**src/rtl/rcdc_pkg.sv**
```systemverilog
`timescale 1ns / 1ps
// Shared types, register indexes and helper functions for the ring credit
// and doorbell coalescer. No dependencies.
package rcdc_pkg;

    localparam int CNT_W      = 13;
    localparam int OFS_W      = 20;
    localparam int MSG_W      = 8;
    localparam int SHIFT_W    = 5;
    localparam int REQ_W      = 16;
    localparam int CFG_ADDR_W = 3;
    localparam int CFG_DATA_W = 13;
    localparam int PROD_W     = CNT_W + MSG_W;

    localparam logic [CNT_W-1:0] CNT_MAX = '1;

    // Register indexes on the configuration port.
    localparam logic [CFG_ADDR_W-1:0] REG_MAX_INFLIGHT       = 3'd0;
    localparam logic [CFG_ADDR_W-1:0] REG_REQ_MSG_BYTES      = 3'd1;
    localparam logic [CFG_ADDR_W-1:0] REG_RESP_MSG_BYTES     = 3'd2;
    localparam logic [CFG_ADDR_W-1:0] REG_REQ_RING_SHIFT     = 3'd3;
    localparam logic [CFG_ADDR_W-1:0] REG_RESP_RING_SHIFT    = 3'd4;
    localparam logic [CFG_ADDR_W-1:0] REG_FORCE_TAIL_LEVEL   = 3'd5;
    localparam logic [CFG_ADDR_W-1:0] REG_PENDING_TAIL_LEVEL = 3'd6;
    localparam logic [CFG_ADDR_W-1:0] REG_HEAD_WRITE_LEVEL   = 3'd7;

    typedef enum logic {
        OP_ENQUEUE = 1'b0,
        OP_DEQUEUE = 1'b1
    } op_t;

    typedef struct packed {
        logic [CNT_W-1:0]   max_inflight;
        logic [MSG_W-1:0]   req_msg_bytes;
        logic [MSG_W-1:0]   resp_msg_bytes;
        logic [SHIFT_W-1:0] req_ring_shift;
        logic [SHIFT_W-1:0] resp_ring_shift;
        logic [CNT_W-1:0]   force_tail_level;
        logic [CNT_W-1:0]   pending_tail_level;
        logic [CNT_W-1:0]   head_write_level;
    } cfg_t;

    localparam cfg_t CFG_RESET = '{
        max_inflight:       13'd4096,
        req_msg_bytes:      8'd128,
        resp_msg_bytes:     8'd32,
        req_ring_shift:     5'd19,
        resp_ring_shift:    5'd17,
        force_tail_level:   13'd32,
        pending_tail_level: 13'd32,
        head_write_level:   13'd32
    };

    typedef struct packed {
        op_t              opcode;
        logic [REQ_W-1:0] requested_count;
        logic [REQ_W-1:0] built_count;
        logic [CNT_W-1:0] responses_ready;
    } item_t;

    // Declared from the highest bit down, so that done_count lands in bit 0.
    typedef struct packed {
        logic [CNT_W-1:0] inflight_now;
        logic [OFS_W-1:0] head_value;
        logic             head_doorbell;
        logic [OFS_W-1:0] tail_value;
        logic             tail_doorbell;
        logic             build_error;
        logic [CNT_W-1:0] done_count;
    } result_t;

    // Byte mask of a power-of-two ring; shifts of 20 and up keep all offset bits.
    function automatic logic [OFS_W-1:0] ring_mask(input logic [SHIFT_W-1:0] shift);
        logic [OFS_W-1:0] m;
        for (int i = 0; i < OFS_W; i++) begin
            m[i] = (shift >= SHIFT_W'(OFS_W)) || (SHIFT_W'(i) < shift);
        end
        return m;
    endfunction

    function automatic logic [CNT_W-1:0] sat_add(input logic [CNT_W-1:0] a,
                                                 input logic [CNT_W-1:0] b);
        logic [CNT_W:0] s;
        s = {1'b0, a} + {1'b0, b};
        return s[CNT_W] ? CNT_MAX : s[CNT_W-1:0];
    endfunction

endpackage

```
**src/rtl/ring_credit_doorbell_coalescer.sv**
```systemverilog
`timescale 1ns / 1ps
// An accepted item waits in the input register until the output register can
// take its result. Throughput: one item per cycle while m_tready holds nothing
// back; the state update of one item (one multiply by message size, one ring
// add, compares) is combinational. An input register and an output register
// decouple the sides. Reset (aresetn low, synchronous) clears all counters and
// offsets, empties both registers and returns configuration to its defaults.
module ring_credit_doorbell_coalescer #(
    parameter int RING_ENTRIES  = 4096,
    parameter int MAX_MSG_BYTES = 128
) (
    input  logic                                aclk,
    input  logic                                aresetn,
    input  logic                                cfg_we,
    input  logic [rcdc_pkg::CFG_ADDR_W-1:0]     cfg_addr,
    input  logic [rcdc_pkg::CFG_DATA_W-1:0]     cfg_wdata,
    input  logic                                s_tvalid,
    output logic                                s_tready,
    // requested_count[15:0], built_count[31:16], responses_ready[44:32], zero fill
    input  logic [47:0]                         s_tdata,
    // opcode[0]
    input  logic                                s_tuser,
    output logic                                m_tvalid,
    input  logic                                m_tready,
    // done_count[12:0], build_error[13], tail_doorbell[14], tail_value[34:15],
    // head_doorbell[35], head_value[55:36], inflight_now[68:56], zero fill
    output logic [71:0]                         m_tdata
);

    localparam int RES_W = $bits(rcdc_pkg::result_t);

    rcdc_pkg::cfg_t    cfg;
    rcdc_pkg::item_t   item_reg;
    rcdc_pkg::item_t   item_next;
    rcdc_pkg::result_t res;
    rcdc_pkg::result_t res_reg;
    logic              in_vld_reg;
    logic              out_vld_reg;
    logic              out_free;
    logic              step_en;
    logic              in_take;

    assign out_free = !out_vld_reg || m_tready;
    assign step_en  = in_vld_reg && out_free;
    assign s_tready = !in_vld_reg || out_free;
    assign in_take  = s_tvalid && s_tready;

    assign item_next.opcode          = rcdc_pkg::op_t'(s_tuser);
    assign item_next.requested_count = s_tdata[15:0];
    assign item_next.built_count     = s_tdata[31:16];
    assign item_next.responses_ready = s_tdata[44:32];

    rcdc_cfg u_cfg (
        .aclk      (aclk),
        .aresetn   (aresetn),
        .cfg_we    (cfg_we),
        .cfg_addr  (cfg_addr),
        .cfg_wdata (cfg_wdata),
        .cfg       (cfg)
    );

    rcdc_core #(
        .RING_ENTRIES  (RING_ENTRIES),
        .MAX_MSG_BYTES (MAX_MSG_BYTES)
    ) u_core (
        .aclk    (aclk),
        .aresetn (aresetn),
        .step_en (step_en),
        .item    (item_reg),
        .cfg     (cfg),
        .res     (res)
    );

    always_ff @(posedge aclk) begin
        if (!aresetn) begin
            in_vld_reg  <= 1'b0;
            out_vld_reg <= 1'b0;
        end else begin
            if (in_take) begin
                in_vld_reg <= 1'b1;
            end else if (step_en) begin
                in_vld_reg <= 1'b0;
            end
            if (step_en) begin
                out_vld_reg <= 1'b1;
            end else if (m_tready) begin
                out_vld_reg <= 1'b0;
            end
        end
    end

    always_ff @(posedge aclk) begin
        if (in_take) begin
            item_reg <= item_next;
        end
        if (step_en) begin
            res_reg <= res;
        end
    end

    assign m_tvalid = out_vld_reg;
    assign m_tdata  = {(72 - RES_W)'(0), res_reg};

endmodule

```
**src/rtl/rcdc_cfg.sv**
```systemverilog
`timescale 1ns / 1ps
// Configuration register file of the coalescer, written through a plain
// write port. Depends on rcdc_pkg.
module rcdc_cfg (
    input  logic                               aclk,
    input  logic                               aresetn,
    input  logic                               cfg_we,
    input  logic [rcdc_pkg::CFG_ADDR_W-1:0]    cfg_addr,
    input  logic [rcdc_pkg::CFG_DATA_W-1:0]    cfg_wdata,
    output rcdc_pkg::cfg_t                     cfg
);

    rcdc_pkg::cfg_t cfg_reg;
    rcdc_pkg::cfg_t cfg_next;

    always_comb begin
        cfg_next = cfg_reg;
        if (cfg_we) begin
            unique case (cfg_addr)
                rcdc_pkg::REG_MAX_INFLIGHT:
                    cfg_next.max_inflight = cfg_wdata;
                rcdc_pkg::REG_REQ_MSG_BYTES:
                    cfg_next.req_msg_bytes = cfg_wdata[rcdc_pkg::MSG_W-1:0];
                rcdc_pkg::REG_RESP_MSG_BYTES:
                    cfg_next.resp_msg_bytes = cfg_wdata[rcdc_pkg::MSG_W-1:0];
                rcdc_pkg::REG_REQ_RING_SHIFT:
                    cfg_next.req_ring_shift = cfg_wdata[rcdc_pkg::SHIFT_W-1:0];
                rcdc_pkg::REG_RESP_RING_SHIFT:
                    cfg_next.resp_ring_shift = cfg_wdata[rcdc_pkg::SHIFT_W-1:0];
                rcdc_pkg::REG_FORCE_TAIL_LEVEL:
                    cfg_next.force_tail_level = cfg_wdata;
                rcdc_pkg::REG_PENDING_TAIL_LEVEL:
                    cfg_next.pending_tail_level = cfg_wdata;
                rcdc_pkg::REG_HEAD_WRITE_LEVEL:
                    cfg_next.head_write_level = cfg_wdata;
                default: cfg_next = cfg_reg;
            endcase
        end
    end

    always_ff @(posedge aclk) begin
        if (!aresetn) begin
            cfg_reg <= rcdc_pkg::CFG_RESET;
        end else begin
            cfg_reg <= cfg_next;
        end
    end

    assign cfg = cfg_reg;

endmodule

```
**src/rtl/rcdc_core.sv**
```systemverilog
`timescale 1ns / 1ps
// Ring credit and doorbell state with the per-item update logic. One item
// is consumed per enabled cycle. Depends on rcdc_pkg.
module rcdc_core #(
    parameter int RING_ENTRIES  = 4096,
    parameter int MAX_MSG_BYTES = 128
) (
    input  logic              aclk,
    input  logic              aresetn,
    input  logic              step_en,
    input  rcdc_pkg::item_t   item,
    input  rcdc_pkg::cfg_t    cfg,
    output rcdc_pkg::result_t res
);

    localparam int CW = rcdc_pkg::CNT_W;
    localparam int OW = rcdc_pkg::OFS_W;
    localparam int MW = rcdc_pkg::MSG_W;
    localparam int PW = rcdc_pkg::PROD_W;
    localparam int RW = rcdc_pkg::REQ_W;
    localparam logic [CW-1:0] RING_CAP = CW'(RING_ENTRIES);
    localparam logic [MW-1:0] MSG_CAP  = MW'(MAX_MSG_BYTES);

    logic [CW-1:0] inflight_reg, inflight_next;
    logic [OW-1:0] tail_reg, tail_next;
    logic [OW-1:0] tail_written_reg, tail_written_next;
    logic [CW-1:0] pending_reg, pending_next;
    logic [OW-1:0] head_reg, head_next;
    logic [CW-1:0] processed_reg, processed_next;

    logic          is_enq;
    logic [CW-1:0] limit, room, grant, sent, deq_cnt, mul_cnt;
    logic [MW-1:0] req_msg, resp_size, mul_msg;
    logic [PW-1:0] prod;
    logic [OW-1:0] base, mask, advanced;
    logic [OW:0]   sum;

    assign is_enq    = (item.opcode == rcdc_pkg::OP_ENQUEUE);
    assign limit     = (cfg.max_inflight > RING_CAP) ? RING_CAP : cfg.max_inflight;
    assign room      = limit - inflight_reg;
    assign grant     = (item.requested_count < RW'(room)) ?
                       item.requested_count[CW-1:0] : room;
    assign sent      = (item.built_count < RW'(grant)) ? item.built_count[CW-1:0] : grant;
    assign deq_cnt   = (item.requested_count < RW'(item.responses_ready)) ?
                       item.requested_count[CW-1:0] : item.responses_ready;
    assign req_msg   = (cfg.req_msg_bytes > MSG_CAP) ? MSG_CAP : cfg.req_msg_bytes;
    assign resp_size = (cfg.resp_msg_bytes > MSG_CAP) ? MSG_CAP : cfg.resp_msg_bytes;

    // One multiplier and one ring adder serve both directions.
    assign mul_cnt  = is_enq ? sent : deq_cnt;
    assign mul_msg  = is_enq ? req_msg : resp_size;
    assign prod     = PW'(mul_cnt) * PW'(mul_msg);
    assign base     = is_enq ? tail_reg : head_reg;
    assign mask     = rcdc_pkg::ring_mask(is_enq ? cfg.req_ring_shift : cfg.resp_ring_shift);
    assign sum      = {1'b0, base} + (OW+1)'(prod);
    assign advanced = sum[OW-1:0] & mask;

    always_comb begin
        inflight_next     = inflight_reg;
        tail_next         = tail_reg;
        tail_written_next = tail_written_reg;
        pending_next      = pending_reg;
        head_next         = head_reg;
        processed_next    = processed_reg;
        res               = '0;
        if (is_enq) begin
            if ((item.requested_count != '0) && (inflight_reg < limit)) begin
                res.build_error = (item.built_count < RW'(grant));
                if (sent != '0) begin
                    inflight_next  = inflight_reg + sent;
                    tail_next      = advanced;
                    pending_next   = rcdc_pkg::sat_add(pending_reg, sent);
                    res.done_count = sent;
                    if ((inflight_next < cfg.force_tail_level) ||
                        (pending_next > cfg.pending_tail_level)) begin
                        res.tail_doorbell = 1'b1;
                        res.tail_value    = advanced;
                        pending_next      = '0;
                        tail_written_next = advanced;
                    end
                end
            end
        end else begin
            if (deq_cnt != '0) begin
                head_next      = advanced;
                processed_next = rcdc_pkg::sat_add(processed_reg, deq_cnt);
                inflight_next  = (deq_cnt > inflight_reg) ? '0 : inflight_reg - deq_cnt;
                res.done_count = deq_cnt;
                if (processed_next > cfg.head_write_level) begin
                    res.head_doorbell = 1'b1;
                    res.head_value    = advanced;
                    processed_next    = '0;
                end
            end
            // Flush a tail that was held back once few requests remain.
            if ((inflight_next <= cfg.force_tail_level) && (tail_reg != tail_written_reg)) begin
                res.tail_doorbell = 1'b1;
                res.tail_value    = tail_reg;
                pending_next      = '0;
                tail_written_next = tail_reg;
            end
        end
        res.inflight_now = inflight_next;
    end

    always_ff @(posedge aclk) begin
        if (!aresetn) begin
            inflight_reg     <= '0;
            tail_reg         <= '0;
            tail_written_reg <= '0;
            pending_reg      <= '0;
            head_reg         <= '0;
            processed_reg    <= '0;
        end else if (step_en) begin
            inflight_reg     <= inflight_next;
            tail_reg         <= tail_next;
            tail_written_reg <= tail_written_next;
            pending_reg      <= pending_next;
            head_reg         <= head_next;
            processed_reg    <= processed_next;
        end
    end

    a_inflight_capped: assert property (@(posedge aclk) disable iff (!aresetn)
        inflight_reg <= RING_CAP)
        else $error("in-flight count exceeds ring capacity");

    a_tail_rung_synced: assert property (@(posedge aclk) disable iff (!aresetn)
        step_en && res.tail_doorbell |=> tail_written_reg == tail_reg && pending_reg == '0)
        else $error("tail doorbell did not sync written tail and pending count");

    a_head_rung_clears: assert property (@(posedge aclk) disable iff (!aresetn)
        step_en && res.head_doorbell |=> processed_reg == '0)
        else $error("head doorbell did not clear processed count");

    a_enq_no_drop: assert property (@(posedge aclk) disable iff (!aresetn)
        step_en && is_enq |=> inflight_reg >= $past(inflight_reg))
        else $error("enqueue lowered the in-flight count");

endmodule

```
**config.mk**
```make
export PLATFORM = sky130hd
export DESIGN_NAME = ring_credit_doorbell_coalescer
export DESIGN_NICKNAME = d
export VERILOG_FILES = /design/src/rtl/rcdc_pkg.sv /design/src/rtl/ring_credit_doorbell_coalescer.sv /design/src/rtl/rcdc_cfg.sv /design/src/rtl/rcdc_core.sv
export SDC_FILE = /design/constraint.sdc
export NUM_CORES = 1
export LEC_CHECK = 0
export ABC_AREA = 1
export BUFFER_PORTS_ARGS = -buffer_cell sky130_fd_sc_hd__buf_2
export CAP_MARGIN = 20
export CORE_AREA = 2 2 214 216
export CTS_CLUSTER_DIAMETER = 40
export CTS_CLUSTER_SIZE = 12
export DETAILED_ROUTE_END_ITERATION = 8
export DIE_AREA = 0 0 216 218
export HOLD_SLACK_MARGIN = 0.02
export PLACE_DENSITY_LB_ADDON = 0.1
export SYNTH_ARGS = -nofsm -noshare
export SYNTH_HDL_FRONTEND = slang
export SYNTH_SLANG_ARGS = --single-unit
```
**constraint.sdc**
```tcl
create_clock -name aclk -period 28.6 [get_ports aclk]
set_input_delay 2.86 -clock aclk [delete_from_list [all_inputs] [get_ports aclk]]
set_output_delay 2.86 -clock aclk [all_outputs]
set_load 0.005 [all_outputs]
```
==> impl_metrics.toml <==
[timing]
min_period_ns = 13.75
slew_viol_final = 0
setup_violations = 0
timing.setup.tns_ns = 0
skew_ns = 0.0439
fmax_mhz = 72.8
rsz0062_at_grt = "no"
min_period_over_period = 0.481
worst_slew_pin_slew_ns = 1.16
relSlewSlack = 0.226
hold_viol = 0

[pwr]
power_frac_seq = 0.267
peakVddDrop_mv = 0.0551
switchingPower_uw = 712
p_per_area_nw_per_um2 = 76.5
power.share.clock = 0.354
p_leak_uw = 0.0114
p_int_uw = 1120
p_sw_frac = 0.389
combPwrFrac = 0.379

[yosys]
ys_seq_area_frac = 0.337
synth_ff_type = "dfxtp_1"
synth.most_common_cell = "inv_1"
synthCells = 2644
async_reset_ff_frac = 0
synth_edf_count = 115
synth_top_area_frac = 0.172
yosysWarnings = 0
syn_area_um2 = 20900
synth.ff_latch_count = 294
synth_cell_types = 60
syn_avg_cell_area_um2 = 7.89
netlist_top_cells_count = "439 x inv_1, 419 x nand2_1, 250 x nor2_1, 231 x a21oi_1, 216 x o21ai_0"
yosysTopAreaCell = "dfxtp_1"
synthTopCellsByArea = "dfxtp_1 17%, edfxtp_1 17%, ha_1 11%"

[hold_path]
min_from = "u_cfg.cfg[45]"
hold_class = "reg2reg"

[detailed_routing]
drtPass1Iterations = 5
topRoutingLayerUsed = "met4"
dr_wl_met3_um = 3270
wl_met1_um = 26100
vias = 18400
wl_per_cell_um = 18.9
drtAntennaViolNets = 0
dr_wl_met2_um = 31200
drt_iter0_drc = 1164
viasPerCell = 5.37
drc = 0
route.final.wire_length_um = 64500

[global_routing]
grt_max_degree = 89
grt_pass1_wl_um = 101000
grt_usage = 0.276
grt_antenna_before_repair = 0
grt_pass1_vias = 18200
grt-ovfl-total = 0

[clocking]
clkSlewWorstSetupHoldPaths_ns = 0.05
cts_buffer_depth = 3
cts.htree.levels = 2
cts_tree = "built"
cts-hold-fix-buffers = 0
root_buffer = "clkbuf_16"
cts_inserted_buffers = 52
postCtsSetupBuffers = 0
post_cts_resized = 0
cts.sinks = 294
worstSkewPairLatency_ns = 0.61

[placed_design]
place_congestion = 0.938
port_buffers = 137
dp_hpwl_um = 48800

[worst_setup_path]
r2r_start = "u_cfg.cfg[73]"
cp-start-kind = "flip-flop"
slowest_delay_ns = 0.85
crit_path_frequent_cell = "nand2_1"
crit_required_ns = 29.04
cp_max_fo = 22
cp.arrival_ns = 14.18
cp-end-kind = "flip-flop"
worstSetupPathType = "reg2reg"
cp-startpoint = "u_cfg.cfg[73]"
r2r_setup_slack_ns = 14.85
cp_slowest_cell = "nand2_1"

[floorplan]
dieArea_um2 = 47100
core_um2 = 44900
die_h_um = 218
io_pins = 144
rows = 78
start_util = 0.465
die_width_um = 216

[cells_and_area]
largest_reg_flops = 78
final_core_util = 0.534
layout.nets = 3123
diodes = 0
drive_above_1_share = 0.116
synthToLayoutAreaGrowth_pct = 14.9

[status]
status = "finished, final reports clean"

[job]
cap_violations = 0
-- power groups by stage --
stage	Clock, uW	Sequential, uW	Combinational (uW)
after floorplan	0	495	471
after global placement	0	497	666
after detailed placement	0	498	681
after CTS	660	489	686
after global routing	678	492	779
final	649	489	695
-- final timing paths --
| path | to | depth (start not counted) |
|---|---|---|
| worst min-delay path | u_cfg.cfg[45] | 2 |
| worst min register to register | u_cfg.cfg[45] | 2 |
| worst max-delay path | u_core.pending_reg[2] | 64 |
| worst max register to register | u_core.pending_reg[2] | 64 |
-- routing by layer --
metal	vias up	global-route usage
li1	8969	-
met1	8678	0.329
met2	571	0.481
met3	156	0.0384
met4	0	0.157
met5	-	0
-- area by class of cell --
cell class	count	area [um2]
fillers	4355	20900
multi-input cells	1810	11700
flip-flops and latches	294	7040
inverters	450	1690
clock buffers	54	1320
repair buffers	169	943
well taps	600	751
clock inverters	42	518
-- cell families after synthesis --
kind of cell               after synthesis  share of synthesized area
DFF                                    294                      0.337
AOI/OAI and AO/OA                      564                      0.146
other                                    1                   0.000180
buffers and inverters                  542                      0.102
adders and majority gates              276                      0.198
xor gates and xnor gates                66                     0.0277
and+or+nand+nor                        901                      0.189
-- per-stage QoR --
step / instances / setup WS, ns / hold slack (ns) / cell area, um2 / total power, uW
2_1_floorplan: 2646 / 18.26 / 0.424 / 20900 / 966
3_3_place_gp: 3321 / 15.19 / 0.435 / 22100 / 1160
3_5_place_dp: 3321 / 15.00 / 0.439 / 22100 / 1180
4_1_cts: 3417 / 14.95 / 0.453 / 23900 / 1830
5_1_grt: 3419 / 13.65 / 0.477 / 24000 / 1950
6_report: 3419 / 14.85 / 0.452 / 24000 / 1830
-- layout by cell type (no fill, tap or decap), drive strengths merged, types with 10 or more instances in the layout --
| cell | count |
|---|---|
| a21oi | 231 |
| buf | 168 |
| clkbuf | 55 |
| clkinv | 17 |
| clkinvlp | 10 |
| dfxtp | 179 |
| edfxtp | 115 |
| fa | 89 |
| ha | 187 |
| inv | 458 |
| nand2 | 428 |
| nand3 | 126 |
| nand4 | 19 |
| nor2 | 255 |
| nor3 | 21 |
| nor4 | 14 |
| o21ai | 233 |
| o21bai | 10 |
| o22ai | 46 |
| or2 | 19 |
| xnor2 | 26 |
| xor2 | 40 |
-- critical path, delay by kind of cell, from the launching register on --
kind / cells / cell delay (ns)
buf+inv: 9 / 1.87
xor+xnor: 1 / 0.25
compound gates: 23 / 4.30
fa+ha+maj: 5 / 1.44
simple gates: 26 / 5.37
flops: 1 / 0.31
No activity file was read; power rests on OpenSTA's default activity.
